**src/rtl/core/lpht_pkg.sv**
```systemverilog
`timescale 1ns / 1ps
package lpht_pkg;

  // slot count; the home slot is taken from the low hash bits, so a power of two
  localparam int unsigned SLOTS = 64;

  typedef enum logic [1:0] {
    CMD_SET = 2'd0,
    CMD_GET = 2'd1,
    CMD_DEL = 2'd2,
    CMD_NOP = 2'd3
  } cmd_e;

  typedef enum logic [1:0] {
    ST_HIT  = 2'd0,
    ST_NEW  = 2'd1,
    ST_MISS = 2'd2,
    ST_FULL = 2'd3
  } status_e;

  typedef enum logic [1:0] {
    MARK_EMPTY = 2'd0,
    MARK_FULL  = 2'd1,
    MARK_TOMB  = 2'd2,
    MARK_RSVD  = 2'd3
  } mark_e;

  typedef struct packed {
    logic [1:0]  cmd;
    logic [31:0] key;
    logic [31:0] key_hash;
    logic [63:0] value_in;
  } req_t;

  typedef struct packed {
    logic [1:0]  status;
    logic [63:0] value_out;
  } rsp_t;

endpackage

```
**src/rtl/core/lpht_front.sv**
```systemverilog
`timescale 1ns / 1ps
// Request intake: a small queue of requests waiting for the probe engine.
module lpht_front #(
  parameter int unsigned Depth = 2
) (
  input  logic          clk_i,
  input  logic          rst_ni,
  input  lpht_pkg::req_t req_i,
  input  logic          push,
  output logic          full,
  output lpht_pkg::req_t req_o,
  output logic          valid_o,
  input  logic          take_i
);
  localparam int unsigned Aw = (Depth > 1) ? $clog2(Depth) : 1;

  lpht_pkg::req_t     mem_q [Depth];
  logic [Aw-1:0]      wptr_q, rptr_q;
  logic [Aw:0]        cnt_q;
  logic               do_push, do_pop;

  assign full    = (cnt_q == (Aw+1)'(Depth));
  assign valid_o = (cnt_q != '0);
  assign req_o   = mem_q[rptr_q];
  assign do_push = push && !full;
  assign do_pop  = take_i && valid_o;

  always_ff @(posedge clk_i) begin
    if (do_push) mem_q[wptr_q] <= req_i;
  end

  always_ff @(posedge clk_i or negedge rst_ni) begin
    if (!rst_ni) begin
      wptr_q <= '0;
      rptr_q <= '0;
      cnt_q  <= '0;
    end else begin
      if (do_push) wptr_q <= (wptr_q == Aw'(Depth - 1)) ? '0 : wptr_q + 1'b1;
      if (do_pop)  rptr_q <= (rptr_q == Aw'(Depth - 1)) ? '0 : rptr_q + 1'b1;
      cnt_q <= cnt_q + (Aw+1)'(do_push) - (Aw+1)'(do_pop);
    end
  end
endmodule

```
**config.mk**
```make
export PLATFORM = sky130hd
export DESIGN_NAME = lpht_front
export DESIGN_NICKNAME = d
export VERILOG_FILES = /design/src/rtl/core/lpht_pkg.sv /design/src/rtl/core/lpht_front.sv
export SDC_FILE = /design/constraint.sdc
export NUM_CORES = 1
export LEC_CHECK = 0
export BUFFER_PORTS_ARGS = -buffer_cell sky130_fd_sc_hd__buf_4
export CAP_MARGIN = 20
export CORE_ASPECT_RATIO = 1.4
export CORE_MARGIN = 2
export CORE_UTILIZATION = 56
export DETAILED_ROUTE_END_ITERATION = 16
export GPL_TIMING_DRIVEN = 0
export PLACE_DENSITY = 0.9
export SLEW_MARGIN = 5
export SYNTH_ARGS = -nofsm -noshare
export SYNTH_HDL_FRONTEND = slang
export SYNTH_SLANG_ARGS = --single-unit
export TNS_END_PERCENT = 5
```
**constraint.sdc**
```tcl
create_clock -name clk_i -period 14.5 [get_ports clk_i]
set_input_delay 1.45 -clock clk_i [delete_from_list [all_inputs] [get_ports clk_i]]
set_output_delay 1.45 -clock clk_i [all_outputs]
set_load 0.005 [all_outputs]
```
**Word-level counts from Yosys, hierarchy flattened**

Memory sizes are Yosys's and may differ from the RTL's.
Index checks and enable logic that the tools add are counted.

- Bits in registers: 4
- Bits in writable memories: 260
- Input bits: 134
- Output and inout bits: 132
- Logic and storage cells: 17
- Memories kept: 1

Memories:

| name | depth | width | rd ports | clocked after memory_dff | write ports | RTL line | RTL |
|---|---|---|---|---|---|---|---|
| mem_q | 2 | 130 | 1 | 0 | 1 | lpht_front.sv:17 | `lpht_pkg::req_t mem_q [Depth];` |

- $add $sub $neg: 4
- Equal/unequal tests: 1
- Mux-type cells: 4
- Reductions and logical operators: 4

Operators by type and width:

| operator | count |
|---|---|
| $mux W1 | 4 |
| $add A1 B1 Y1 const B | 2 |
| $add A2 B1 Y2 | 1 |
| $eq A2 B2 Y1 const B | 1 |
| $logic_and A1 B1 Y1 | 2 |
| $reduce_bool A2 Y1 | 1 |
| $sub A2 B1 Y2 | 1 |
| $logic_not A1 Y1 | 1 |

**Depth between registers and ports, before layout**

Gate-level depths: netlist of run 1.

- Word-level depth: 5
- Gate-level depth with buffers: 7
- Mapped depth without buffers: 7

**Least setup slack after synthesis of run 1**

No wires, ideal clock.

- Path kind: input -> register
- From: in push
- To: mem mem_q[0][0] (netlist name) (enable)
- Setup time: 621 ps
- Arrival: 6945 ps
- Data required time: 13879 ps
- Setup slack: 6934 ps
- Stages on the path: 2
- Path buffers: 0
- Cell sequence: nand2_1 -> nor2_1

- Longest elaborated chain between the ends: 3

RTL lines:

| element | RTL line | RTL |
|---|---|---|
| from (decl) | lpht_front.sv:9 | `input logic push,` |
| $logic_and A1 B1 Y1 | lpht_front.sv:25 | `assign do_push = push && !full;` |
| $mux W1 | lpht_front.sv:29 | `if (do_push) mem_q[wptr_q] <= req_i;` |
| $mux W1 (not written as such) | lpht_front.sv:29 |  |
| to (decl) | lpht_front.sv:17 |  |

No other way between the ends.

==> flow_summary.ini, run 1 <==
[route]
viasPerCell = 5.10
drc_errors = 0
wirelength_um = 19400
drtAntennaViolNets = 0
vias = 4956
wire_per_inst_um = 20.0
drt-pass1-iter-count = 4
drtIter0Drc = 308

[logic_synthesis]
syn_inst = 423
yosysSeqAreaShare = 0.794
synth_top_area_share = 0.784
synth_area_um2 = 9960
yosys-top-cells-area = edfxtp_1 (78%), mux2_4 (14%), mux2_2 (4.5%)
synth_cell_types = 17
yosysWarnings = 0
syn_nets = 559
yosysTopAreaCell = edfxtp_1
avgSynthCellArea_um2 = 23.5
ys_ff_latch = 264

[power_and_ir_drop]
ir_worst_vdd_mv = 0.134
p_leak_nw = 5.22
power_density_nw_per_um2 = 199

[cts]
post_cts_buffers = 0
cts.sinks = 264
postCtsHoldBufs = 0
h-tree-depth = 1
clock_latency_ps = 510
cts_root_buffer = clkbuf_16
cts_buffers = 24
cts_resized = 0
cts_buffer_depth = 3
cts_tree = built
clk_pin_slew_worst_paths_ps = 60

[floorplanning]
die_w_um = 117
die_area_um2 = 18900
rows = 57
ios = 266
core_region_area_um2 = 17400
die_h_um = 162
initial_core_util = 0.572

[setup_path]
cp.required_ps = 13050
worstSetupStartpointType = flip-flop
r2r-end = mem_q[0][90]
rrSetupSlack_ps = 12290
worst-setup-path-type = flip-flop to output port
cp_data_arrival_time_ps = 1820
endpoint_kind = output port
critPathMaxFanout = 10
crit-reg2reg-launch = cnt_q[0]
worstRegToRegCells = 5

[place]
io_buffer_count = 265
place_area_um2 = 12400
routabilityCongestion = 0.709
hpwl_um = 13500
dp_cells = 929

[layout]
final-seq-area_um2 = 7910
fill_cells = 1003
drive_gt1_frac = 0.618
final_nets = 855
fin_cells = 972
synthToLayoutAreaGrowth_pct = 32.4
multi_input_area_um2 = 1910
fin_util = 0.757
fin_area_um2 = 13200
diodes = 0

[sta]
hold_ws_ps = 513
tns_ps = 0
rsz0062_at_grt = false
period_minus_slack_ps = 3270
hold_viol_final = 0
slew_headroom = 0.364
worstMarginPinSlew_ps = 954
fin_crit_sh = 0.225
skew_ps = 11.5
drv_slew = 0
setup_viol = 0
max_freq_mhz = 306

[job]
maxCapViolCount = 0

[global_route]
grt-ovfl-total = 0
antenna_found_initial = 0
grt_usage = 0.200
grt_max_degree = 67
grt_pass1_vias = 5427
grt_pass1_wl_um = 28600

[min_path]
worstHoldStart = cnt_q[1]
hold_path_class = flip-flop to flip-flop
min_to = cnt_q[1]
min_path_cells = 1

[run_status]
outcome = complete, no violations
cell type report:
cell class | count | area share
Sequential cell | 264 | 0.600
Buffer | 15 | 0.0112
Clock buffer | 28 | 0.0483
Inverter | 2 | 0.000570
Tap cell | 236 | 0.0224
Clock inverter | 15 | 0.0132
Timing Repair Buffer | 270 | 0.160
Multi-Input combinational cell | 142 | 0.145
where the power goes:
group          internal [mW]  leakage, nW  total [mW]  switching (mW)
logic                  0.516         2.36       0.893           0.377
clock network          0.385        0.400       0.638           0.253
registers               1.04         2.46        1.09          0.0451
total                   1.94         5.22        2.62           0.675
worst max path at each step:
stage,start,to
floorplan,push,mem_q[0][0]
global placement,push,mem_q[0][42]
detailed placement,push,mem_q[0][90]
CTS,rptr_q,req_o[36]
global route,rptr_q,req_o[36]
finish,rptr_q,req_o[36]
routing by layer:
layer,part of all wire,track usage,vias up,wire length [um]
li1,-,-,2265,-
met1,0.34,0.219,2451,6650
met2,0.56,0.374,199,10800
met3,0.074,0.0493,41,1440
met4,0.027,0.0599,0,533
met5,0,0,-,0
sequential cells by signal, summed over array words and instances (netlist names):
register	count
cnt_q	2
mem_q	260
rptr_q	1
wptr_q	1
critical path, cell delays in order, from the launching register on:
cell and delay, ps:
dfrtp_1 350, buf_6 120, buf_8 170, buf_6 210
mux2_4 320, buf_4 140
Yosys cell counts:
cell type	n
edfxtp_1	260
mux2_4	90
mux2_2	40
buf_6	10
buf_2	4
dfrtp_1	4
xnor2_1	3
ha_1	2
inv_1	2
and2_1	1
and3_1	1
buf_8	1
nand2_1	1
nand2b_1	1
nor2_1	1
or2_2	1
xor2_1	1
layout by cell type, fill, tap and decap left out, types with 3 or more instances in the layout:
| cell type | count |
|---|---|
| edfxtp_1 | 260 |
| dfrtp_1 | 4 |
| clkbuf_16 | 25 |
| clkinv_1 | 3 |
| clkinv_2 | 7 |
| xnor2_1 | 3 |
| buf_6 | 10 |
| buf_2 | 4 |
| buf_4 | 265 |
| clkbuf_1 | 3 |
| mux2_4 | 90 |
| buf_12 | 3 |
| bufinv_16 | 4 |
| mux2_2 | 40 |
stage by stage:
step | power [mW] | setup WS [ps]
final | 2.62 | 11230
after global routing | 2.73 | 11150
after CTS | 2.65 | 11200
after detailed placement | 2.00 | 11310
after global placement | 1.98 | 4670
after floorplan | 1.61 | 6930
kinds of logic (layout without fill, tap and decap cells):
| kind of cell | count (synthesis) | count (layout) | synth area share |
|---|---|---|---|
| XOR/XNOR | 4 | 4 | 0.00352 |
| adder cells (fa/ha/maj) | 2 | 2 | 0.00251 |
| buffers and inverters | 17 | 330 | 0.0156 |
| flip-flops | 264 | 264 | 0.794 |
| multiplexers | 130 | 130 | 0.181 |
| AND/OR/NAND/NOR | 6 | 6 | 0.00327 |
No activity file was read; power rests on OpenSTA's default activity.
==> run 2: changes to the inputs <==
Settings changed: ABC_AREA from default to 1, CORE_UTILIZATION 56 to 47, PLACE_DENSITY 0.9 to 0.82.
Clock period 14.5 ns to 2.8 ns, I/O delays scaled along.
==> flow_summary.ini, run 2 <==
[layout]
fin_util = 0.700
final_nets = 1278
fin_cells = 1418
drive_gt1_frac = 0.294
fill_cells = 1282
mostFrequentLayoutCells = nand2_1 (401), buf_4 (267), edfxtp_1 (260), dlygate4sd3_1 (132), clkbuf_16 (25)
reg_top3 = mem_q x260, cnt_q x2
synthToLayoutAreaGrowth_pct = 46.9
final_common_cell = nand2_1
multi_input_area_um2 = 1570
largest_reg_flops = 260
largest_register = mem_q
final-seq-area_um2 = 7910

[floorplanning]
die_area_um2 = 21900
core_region_area_um2 = 20400
initial_core_util = 0.476
die_w_um = 126
ios = 266
rows = 62
die_h_um = 174

[setup_path]
crit-reg2reg-launch = cnt_q[0]
crit_family = buffers and inverters
cp.required_ps = 2520
crit_chain = buf_4, inv_4, buf_6, buf_6, nand2_1, nand2_1, buf_4
slowest_stage = dfrtp_1
endpoint_kind = output port
r2r-end = mem_q[1][95]
rrSetupSlack_ps = 720
worstRegToRegCells = 6
critPathMaxFanout = 10
slowest_delay_ps = 360
worst-setup-path-type = flip-flop to output port
worstSetupStartpointType = flip-flop
cp_data_arrival_time_ps = 1800
timing.critical_path.buf_inv = 5

[cts]
post_cts_buffers = 0
cts.sinks = 264
clk_pin_slew_worst_paths_ps = 70
cts_root_buffer = clkbuf_16
h-tree-depth = 1
cts_resized = 0
cts_tree = built
cts_buffer_depth = 3
cts_buffers = 24
clock_latency_ps = 510

[run_status]
outcome = complete, no violations

[logic_synthesis]
synthFlopType = edfxtp_1
synth-simple-area-share = 0.158
synth-edff-count = 260
synth-adder-area-share = 0.00258
synth-compound-area-share = 0
synth_top_area_share = 0.804
synthTopCellsByCount = nand2_1 (403), edfxtp_1 (260), buf_2 (17), buf_6 (10), inv_1 (9)
synthMuxAreaShare = 0
syn_inst = 712
ys_ff_latch = 264
yosysWarnings = 0
yosysMostFrequentCell = nand2_1
yosysSeqAreaShare = 0.814
synth_top_family_by_area = simple AND/OR/NAND/NOR gates
async_reset_ff_frac = 0.0152
synth_cell_types = 11
synth_area_um2 = 9720
yosysTopAreaCell = edfxtp_1
syn_nets = 848
yosys-top-cells-area = edfxtp_1 (80%), nand2_1 (16%), buf_6 (1.2%)
synthXorXnorAreaFrac = 0
avgSynthCellArea_um2 = 13.6

[power_and_ir_drop]
power_density_nw_per_um2 = 959
p_leak_nw = 6.12
ir_worst_vdd_mv = 0.845
fin_total_pwr_mw = 13.7

[job]
maxCapViolCount = 0

[route]
drt-pass1-iter-count = 5
viasPerCell = 4.88
drc_errors = 0
wirelength_um = 24900
drtAntennaViolNets = 0
drtIter0Drc = 457
vias = 6918
wire_per_inst_um = 17.5

[place]
io_buffer_count = 265
hpwl_um = 15000
routabilityCongestion = 0.765
dp_cells = 1240

[sta]
worstMarginPinSlew_ps = 827
hold_viol_final = 0
rsz0062_at_grt = false
fin_crit_sh = 0.743
max_freq_mhz = 480
slew_headroom = 0.447
drv_slew = 0
hold_ws_ps = 95.7
setup_viol = 0
skew_ps = 8.24
period_minus_slack_ps = 2080

[global_route]
antenna_found_initial = 3
grt_pass1_vias = 7243
grt-ovfl-total = 0
grt_max_degree = 40
grt_usage = 0.219
grt_pass1_wl_um = 37700

[min_path]
min_path_cells = 3
min_to = wptr_q
hold_path_class = input port to flip-flop
worstHoldStart = push
run 2: changes by cell type in the layout (fill, tap and decap cells not counted), moves of 4 or more:
cell / previous run / this run
buf_12: 3 / 7
buf_2: 4 / 17
clkbuf_1: 3 / 8
clkinv_2: 7 / 3
dlygate4sd3_1: 0 / 132
inv_1: 2 / 8
mux2_2: 40 / 0
mux2_4: 90 / 0
nand2_1: 1 / 401
run 2: where the power goes:
group / total, mW / switching [mW] / internal [mW]
registers: 5.59 / 0.211 / 5.38
clock network: 3.16 / 1.35 / 1.81
logic: 4.94 / 2.74 / 2.20
run 2: logic make-up after synthesis:
family | count (synthesis)
and+or+nand+nor | 407
DFF | 264
buffers and inverters | 39
adders and majority gates | 2
run 2: layout make-up:
cell class,instances,share of cell area
sequential,264,0.554
inverter,10,0.00307
clock inverter,7,0.00456
tap,256,0.0224
buffer,29,0.0149
multi-input combinational,409,0.110
clock buffer,36,0.0488
timing repair buffer,404,0.242
antenna,3,0.000526
run 2: timing repair:
item | CTS | global route
endpoints found under the hold margin | 265 | 0
endpoints found under the setup margin | 0 | 0
hold buffers | 132 | 0
run 2: worst max-delay path by stage:
stage                         from  cells past startpoint             to  slack, ps
after floorplan           cnt_q[1]                      3    mem_q[1][0]       -100
after global placement    cnt_q[0]                      4  mem_q[0][110]      -1220
after detailed placement  cnt_q[0]                      6   mem_q[1][92]        690
after CTS                 cnt_q[0]                      6   mem_q[1][95]        680
after global routing      cnt_q[0]                      6   mem_q[1][90]        590
final                       rptr_q                      7      req_o[77]        720
run 2: worst min-delay path, delay by kind of cell:
kind          cells  cell delay (ps)
buf+inv           1              100
simple gates      2              190
run 2: routing by layer:
metal / wire length (um) / vias up / GRT usage / part of all wire
met5: 0 / - / 0 / 0
met4: 1110 / 0 / 0.103 / 0.045
li1: - / 3262 / - / -
met2: 13800 / 271 / 0.414 / 0.56
met3: 1350 / 70 / 0.0360 / 0.054
met1: 8580 / 3315 / 0.235 / 0.35
run 2: stage by stage:
step	worst slack (ps)	instance area (um^2)	TNS (ps)
global placement	-1220	12000	-301930
global route	586	14300	0
floorplan	-102	9740	-26230
CTS	680	14300	0
detailed placement	691	12200	0
finish	718	14300	0
